**config.mk**
```make
export PLATFORM = sky130hd
export DESIGN_NAME = abad_div
export DESIGN_NICKNAME = d
export VERILOG_FILES = /design/src/rtl/abad_pkg.sv /design/src/rtl/abad_div.sv
export SDC_FILE = /design/constraint.sdc
export NUM_CORES = 1
export LEC_CHECK = 0
export ABC_AREA = 1
export ABC_CLOCK_PERIOD_IN_PS = 2700
export BUFFER_PORTS_ARGS = -buffer_cell sky130_fd_sc_hd__buf_2
export CORE_MARGIN = 3
export CORE_UTILIZATION = 58
export DETAILED_ROUTE_END_ITERATION = 16
export PLACE_DENSITY_LB_ADDON = 0.12
export SETUP_SLACK_MARGIN = 0.5
export SLEW_MARGIN = 20
export SYNTH_ARGS = -nofsm -noshare
export SYNTH_HDL_FRONTEND = slang
export SYNTH_SLANG_ARGS = --single-unit
```
**constraint.sdc**
```tcl
create_clock -name clk -period 2.7 [get_ports clk]
set_input_delay 0.27 -clock clk [delete_from_list [all_inputs] [get_ports clk]]
set_output_delay 0.27 -clock clk [all_outputs]
set_load 0.05 [all_outputs]
```
**src/rtl/abad_pkg.sv**
```systemverilog
// Shared types and constants for the adaptive binary arithmetic decoder.
package abad_pkg;

    localparam int CONTEXT_BITS = 8;
    localparam int CTX_DEPTH    = 1 << CONTEXT_BITS;
    localparam int COUNT_W      = 28;
    localparam int ENTRY_W      = 2 * COUNT_W;
    localparam int DEN_W        = COUNT_W + 2;
    localparam int QUOT_W       = 32;
    localparam int QCNT_W       = $clog2(QUOT_W);

    localparam logic [COUNT_W:0] COUNT_LIMIT = (COUNT_W + 1)'(32'h0FFF_FFFF);

    localparam logic OP_BYTE   = 1'b0;
    localparam logic OP_DECODE = 1'b1;

    localparam logic STATUS_OK     = 1'b0;
    localparam logic STATUS_REJECT = 1'b1;

    localparam logic [3:0] RESET_PENDING = 4'd8;

    typedef struct packed {
        logic       op;
        logic [7:0] code_byte;
    } req_t;

    typedef struct packed {
        logic       decoded_bit;
        logic [3:0] bytes_needed;
        logic       status;
    } rsp_t;

    typedef struct packed {
        logic [COUNT_W-1:0] c1;
        logic [COUNT_W-1:0] c0;
    } pair_t;

endpackage

```
**src/rtl/abad_div.sv**
```systemverilog
// Restoring divider producing the 32-bit probability quotient one bit per cycle.
module abad_div (
    input  logic                               clk,
    input  logic                               rst_n,
    input  logic                               start,
    input  logic [abad_pkg::COUNT_W:0]         num,
    input  logic [abad_pkg::DEN_W-1:0]         den,
    output logic                               done,
    output logic [abad_pkg::QUOT_W-1:0]        quot
);

    logic [abad_pkg::DEN_W-1:0]   rem_reg;
    logic [abad_pkg::DEN_W-1:0]   den_reg;
    logic [abad_pkg::QUOT_W-1:0]  quot_reg;
    logic [abad_pkg::QCNT_W-1:0]  cnt_reg;
    logic                         busy_reg;
    logic                         done_reg;
    logic [abad_pkg::DEN_W:0]     shifted;
    logic                         fits;

    assign shifted = {rem_reg, 1'b0};
    assign fits    = shifted >= {1'b0, den_reg};

    always_ff @(posedge clk)
    begin
        if (start)
        begin
            rem_reg  <= abad_pkg::DEN_W'(num);
            den_reg  <= den;
            quot_reg <= '0;
        end
        else if (busy_reg)
        begin
            if (fits)
            begin
                rem_reg <= abad_pkg::DEN_W'(shifted - {1'b0, den_reg});
            end
            else
            begin
                rem_reg <= shifted[abad_pkg::DEN_W-1:0];
            end
            quot_reg <= {quot_reg[abad_pkg::QUOT_W-2:0], fits};
        end
    end

    always_ff @(posedge clk or negedge rst_n)
    begin
        if (!rst_n)
        begin
            busy_reg <= 1'b0;
            cnt_reg  <= '0;
            done_reg <= 1'b0;
        end
        else
        begin
            done_reg <= busy_reg && (cnt_reg == '1);
            if (start)
            begin
                busy_reg <= 1'b1;
                cnt_reg  <= '0;
            end
            else if (busy_reg)
            begin
                cnt_reg <= cnt_reg + 1'b1;
                if (cnt_reg == '1)
                begin
                    busy_reg <= 1'b0;
                end
            end
        end
    end

    assign done = done_reg;
    assign quot = quot_reg;

    a_rem_below_den: assert property (@(posedge clk) disable iff (!rst_n)
        busy_reg |-> rem_reg < den_reg)
        else $error("divider remainder not below divisor");

    a_done_after_busy: assert property (@(posedge clk) disable iff (!rst_n)
        done_reg |-> $past(busy_reg))
        else $error("divider done without work");

    a_no_restart: assert property (@(posedge clk) disable iff (!rst_n)
        busy_reg |-> !start)
        else $error("divider restarted while busy");

endmodule

```
======== Yosys cells after proc, flatten, opt, wreduce, memory -nomap -nowiden ========
Cells that the tools add are included.
storage, ports and cells
  bits in latches ......................... 0
  flip-flop bits (word level) ............. 99
  memories kept ........................... 0
  output and inout port bits .............. 33
  memory bits (read-only) ................. 0
  word-level logic and storage cells ...... 21
  memory bits (writable) .................. 0
cells by class
  bitwise logic cells ..................... 0
  eq/ne operators ......................... 1
  reductions and logical operators ........ 2
  multiplexer cells ....................... 8
  divide/modulo/power cells ............... 0
  add/subtract/negate cells ............... 2
  shifts and indexed selects .............. 0
  multipliers ............................. 0
  order comparisons ....................... 1
operator list
  operator             count
  $mux 29              2
  $ge 31x30->1         1
  $mux 30              1
  $sub 30x30->30       1
  $mux 5               2
  $add 5x1->5 const B  1
  $eq 5x5->1 const B   1
  $mux 1               3
  $reduce_bool 2->1    1
  $logic_and 1x1->1    1

======== Logic depth before layout (Yosys ltp) ========
  depth after elaboration ................. 4
  depth in mapped cells ................... 17
  gate-level depth less buffers ........... 16

======== Worst setup path after synthesis ========
OpenSTA, ideal clock, no wires.
  kind .................................... register -> register
  from .................................... register busy_reg
  to ...................................... register rem_reg[0] (netlist bit) (enable)
  slack ................................... 462 ps
  buffers on the path ..................... 2
  stages on the path, launching flop included .. 5
  clock period less this slack ............ 2238 ps
  library setup time ...................... 405 ps
  data required time ...................... 2295 ps
  arrival ................................. 1833 ps
  cell sequence ........................... dfrtp_1 clkbuf_1 nor2_1 inv_1 clkbuf_1
between the ends
  word-level cells in the longest chain between the ends .. 1
ends and longest elaborated chain
  what                                RTL line        RTL
  from (decl)                         abad_div.sv:16  logic busy_reg;
  from (signal assigned)              abad_div.sv:50  busy_reg <= 1'b0;
  from (signal assigned)              abad_div.sv:59  busy_reg <= 1'b1;
  from (signal assigned)              abad_div.sv:67  busy_reg <= 1'b0;
  $reduce_bool 2->1 (no source line)  --
  to (signal assigned)                abad_div.sv:28  rem_reg <= abad_pkg::DEN_W'(num);
  to (signal assigned)                abad_div.sv:36  rem_reg <= abad_pkg::DEN_W'(shifted - {1'b0, den_reg});
  to (signal assigned)                abad_div.sv:40  rem_reg <= shifted[abad_pkg::DEN_W-1:0];
  to (decl)                           abad_div.sv:12  logic [abad_pkg::DEN_W-1:0] rem_reg;
No other way between the ends.
A chain may end at the register's enable or synchronous reset.

======== Worst setup path in the final report ========
  from .................................... register rem_reg[10] (netlist bit)
  to ...................................... register rem_reg[26] (netlist bit) (data pin)
between the ends
  word-level cells in the longest chain between the ends .. 4
  elaborated cells on any way between the ends .. 5
ends and longest elaborated chain
  what                                                   RTL line                        RTL
  $sub 30x30->30 / $ge 31x30->1 (equally long branches)  abad_div.sv:36, abad_div.sv:22
  $mux 30 *                                              abad_div.sv:34                  if (fits)
  $mux 29 *                                              abad_div.sv:32                  else if (busy_reg)
  $mux 29 *                                              abad_div.sv:26                  if (start)
Every way passes the cells marked *; elsewhere a longest branch is shown, timed or not. The select of a mux whose other input is x is not followed.

==> reports/results.txt <==
The final route contains 6023 vias. After technology mapping, the gate count stands at 863. Share of layout cells above drive strength 1: 29.3%.

The floorplan die area came out at 12000 µm². The worst setup path is of the register to register kind. Tightest slew margin relative to the limit: 36.1%. The cell that appears most often on the critical path is sky130_fd_sc_hd__nand2_2. After synthesis, the mean cell area works out to 7.23 µm².

The wire-length estimate of the detail-placed layout is 11600 µm. The number of nets produced by synthesis came out at 958. The congestion estimate from routability-driven global placement came to 0.997. The achievable frequency was 0.443 GHz; the vertical extent of the die was 110 µm. Grouping stages by cell kind, the critical path spends the most delay in simple AND/OR/NAND/NOR gates. The post-route fraction of the period consumed by the critical path is 83.6%. The tools report the maximum count of clock buffers along a single path as 2. The signal on the critical path passes through ha_4 > nand2_4 > nor2_4 > nand2_2 > clkinv_1 > nand2_2 > nand2_2 > nand2_2 > nand3_4 > buf_6 > clkbuf_16 > nand3_1 > nand2_1 > nand2_1. In this run, synthesis inferred 59 flip-flops with an integrated enable.

Combinational logic burns 63.3% of the power. The filler cells instantiated in the layout total 731. In this run the critical register-to-register path is launched from rem_reg[10]$_DFFE_PP_.

The endpoint identified for the worst register-to-register timing path is rem_reg[26]$_DFFE_PP_. The count of final hold-check violations is 0, and the remaining design rule violation count is 0. In this design, the stage delay of the slowest critical-path cell is 0.51 ns. Clock latency on the worst-skew pair, taken at its later pin, is 0.40 ns. Synthesis instantiated 39 different standard cells from the library. Remaining antenna violation count after routing: 0.

The count of input and output buffers is 94. Setup repair after global routing could not meet its margin everywhere. The final-stage net count is 1098.

The tools report the category of the worst setup path launch point as a register. The maximum number of pins on one net before global-route repair is 54, and the global-route wire length before repair is 25800 µm. Using the TritonRoute via totals, the vias-per-cell ratio works out to 5.26. The instance count on the critical path was 14.

For the internal power consumption, the log shows 0.00470 W. TritonCTS built the clock tree. The reg-to-reg setup timing slack came out at 0.44 ns.

In this run, CTS created clock tree buffers numbering 9. For the worst setup path, the data arrival time is 2.41 ns. The total length of routed wires was 17000 µm. The area of the core came out at 10400 µm².

From synthesis to final layout, the design area changed by 30.3%. The logs give 6240 µm² for the post-synthesis cell area and 37 for the row count. The register bit count reported by yosys is 99, and the maximum fanout along the worst path is 5. Across the run, the number of max-cap violations was 0. The finished cells cover 8130 µm². Adding up every negative setup slack in the final design gives 0 ns. The initial core utilization is 60.2%. The initial antenna violation count was 0. Die width: 110 µm. The repair_antennas step left the layout with diodes totalling 0. In this run the count of I/O pins placed on the die edge is 95. The tools report the net switching power as 0.00381 W. The run finished with clean final reports.

The worst register-to-register path has a depth of 14. In the final routed layout, each cell accounts on average for 14.9 µm. The count of yosys warnings during synthesis is 0, and the number of iterations in the first detailed-routing pass is 5. For the core utilization of the finished layout, the log shows 78.4%. The via count of the first global-routing pass was 5491.

For the final database, setup skew stands at 0.0187 ns. The startpoint of the worst setup timing path is rem_reg[10]$_DFFE_PP_. In this run switching power makes up 44.8% of total power. The total power divided by cell area was 1050 nW/µm². The run gives 2.86 ns as the data required time at the worst endpoint. The tightest min-delay check is of the input port to register type. The tools report the area occupied by multi-input gates as 3580 µm². In the synthesized netlist the dominant register cell turns out to be sky130_fd_sc_hd__edfxtp_1. The minimum period implied by the final worst setup slack came out at 2.26 ns. STA classifies the critical path endpoint as a register.

For the pin with the worst max-slew slack, the measured transition is 0.956 ns. Following the worst setup path forward leads to its endpoint at rem_reg[26]$_DFFE_PP_. For this design, the sink count on the clock tree is 99. The clock network burns 11.0% of the power. The area of all sequential standard cells came out at 2610 µm². The register with the most flip-flops in the layout has 32 of them. Global routing finished with a remaining overflow of 0. The number of buffers and inverters on the critical path is 3. IR analysis of the VDD net gives a maximum drop of 0.603 mV. For this design, the slowest cell found on the critical path is sky130_fd_sc_hd__edfxtp_1.

Share of total power in sequential cells: 25.8%. For the global router's overall resource usage, the log shows 27.8%. The tree is rooted in a sky130_fd_sc_hd__clkbuf_8. The fraction of registers with async set or reset after synthesis was 7.07%.

Of the synthesized area, sequential elements account for 41.8%. In this run the number of H-tree levels came out at 3. The clock slew at the register clock pins of the worst setup and hold paths was 0.11 ns. The run gives 3.96 nW as the static leakage.

The number of pins with negative max-slew slack in the final report was 0. After the first detailed-routing iteration, the DRC count stood at 437. The tools report the final-report setup violation count as 0. The placed instances occupy a cell area of 6860 µm².
==> placed cells by master, fill, tap and decap left out, drive strengths merged <==
| cell type | instances |
|---|---|
| nand2 | 287 |
| inv | 168 |
| buf | 144 |
| nor2 | 83 |
| edfxtp | 59 |
| nand3 | 54 |
| dfxtp | 33 |
| ha | 32 |
| o22ai | 30 |
| a21oi | 25 |
| o21ai | 15 |
| xnor2 | 13 |
| clkbuf | 12 |
| nand4 | 10 |
| nor3 | 10 |
| nand3b | 7 |
| dfrtp | 7 |
| o21bai | 4 |
| clkinv | 3 |
| a31oi | 2 |
| and2 | 2 |
| or2 | 2 |
| a21o | 1 |
| a21boi | 1 |
| xor2 | 1 |
| nor4 | 1 |
| fa | 1 |
| dlygate4sd3 | 1 |
==> what timing repair did <==
| item | 4_1_cts | 5_1_grt |
|---|---|---|
| resized for setup | 71 | 77 |
| pin swaps | 4 | 39 |
| gates cloned | 1 | 2 |
| endpoints found under the hold margin | 7 | 0 |
| buffers inserted | 25 | 15 |
| hold buffers | 1 | 0 |
| setup endpoints to repair | 31 | 30 |
==> area by class of cell <==
class / count / area share [%]
sequential: 99 / 32.1
multi-input combinational: 581 / 44.0
clock inverter: 6 / 0.646
tap: 136 / 2.09
clock buffer: 10 / 1.57
timing repair buffer: 147 / 12.0
inverter: 165 / 7.62
==> synthesized netlist by cell type (all sizes together) (7+ instances only) <==
master	count	area share, %
o22ai	30	3.0
a21oi	25	2.1
nand3b	7	0.84
nand2	287	18
dfxtp	33	11
nand3	54	4.5
buf	11	1.2
dfrtp	7	2.8
xnor2	13	1.8
edfxtp	59	28
clkbuf	7	0.42
o21ai	15	1.2
inv	163	9.8
nand4	10	1.0
ha	32	6.4
nor2	83	5.3
nor3	10	0.96
==> power groups by stage <==
stage                     Clock, W  Sequential, W  Combinational, W
after floorplan                  0        0.00211           0.00281
after CTS                 0.000946        0.00218           0.00455
after detailed placement         0        0.00212           0.00362
after global routing       0.00100        0.00222           0.00588
final                     0.000933        0.00219           0.00538
after global placement           0        0.00210           0.00361
==> worst min-delay path by stage <==
stage          startpoint                     end  slack, ns  cells after the start
6_report           den[4]    den_reg[4]$_DFFE_PP_       0.03                      1
5_1_grt            den[5]    den_reg[5]$_DFFE_PP_       0.02                      1
4_1_cts            den[5]    den_reg[5]$_DFFE_PP_       0.03                      1
3_5_place_dp        rst_n  cnt_reg[1]$_DFFE_PN0P_       0.11                      1
3_3_place_gp        rst_n  cnt_reg[1]$_DFFE_PN0P_       0.11                      1
2_1_floorplan       rst_n      busy_reg$_DFF_PN0_      -0.03                      0
==> metal layers <==
layer,up-vias,wire length (µm),track usage [%]
met5,-,0,0
met4,0,383,7.03
met3,31,1350,6.58
met2,224,7880,44.5
met1,2761,7380,38.0
li1,3007,-,-
==> cells by family (layout without fill, tap and decap cells) <==
kind of cell             after synthesis  after routing  synth area share [%]
AO/OA/AOI/OAI                         78             78                  7.20
XOR/XNOR                              14             14                  1.97
adder cells (fa/ha/maj)               33             33                  6.74
buffers and inverters                183            328                  11.6
flip-flops                            99             99                  41.8
AND/OR/NAND/NOR                      456            456                  30.7
==> stage by stage <==
step / instances / worst slack, ns / total power, W / hold slack (ns)
3_5_place_dp: 1084 / 0.178 / 0.00574 / 0.108
5_1_grt: 1144 / 0.374 / 0.00910 / 0.0194
2_1_floorplan: 863 / 0.638 / 0.00493 / -0.0256
6_report: 1144 / 0.444 / 0.00851 / 0.0336
3_3_place_gp: 1084 / 0.205 / 0.00571 / 0.110
4_1_cts: 1127 / 0.487 / 0.00768 / 0.0287
Power figures use the tool's default switching activity.
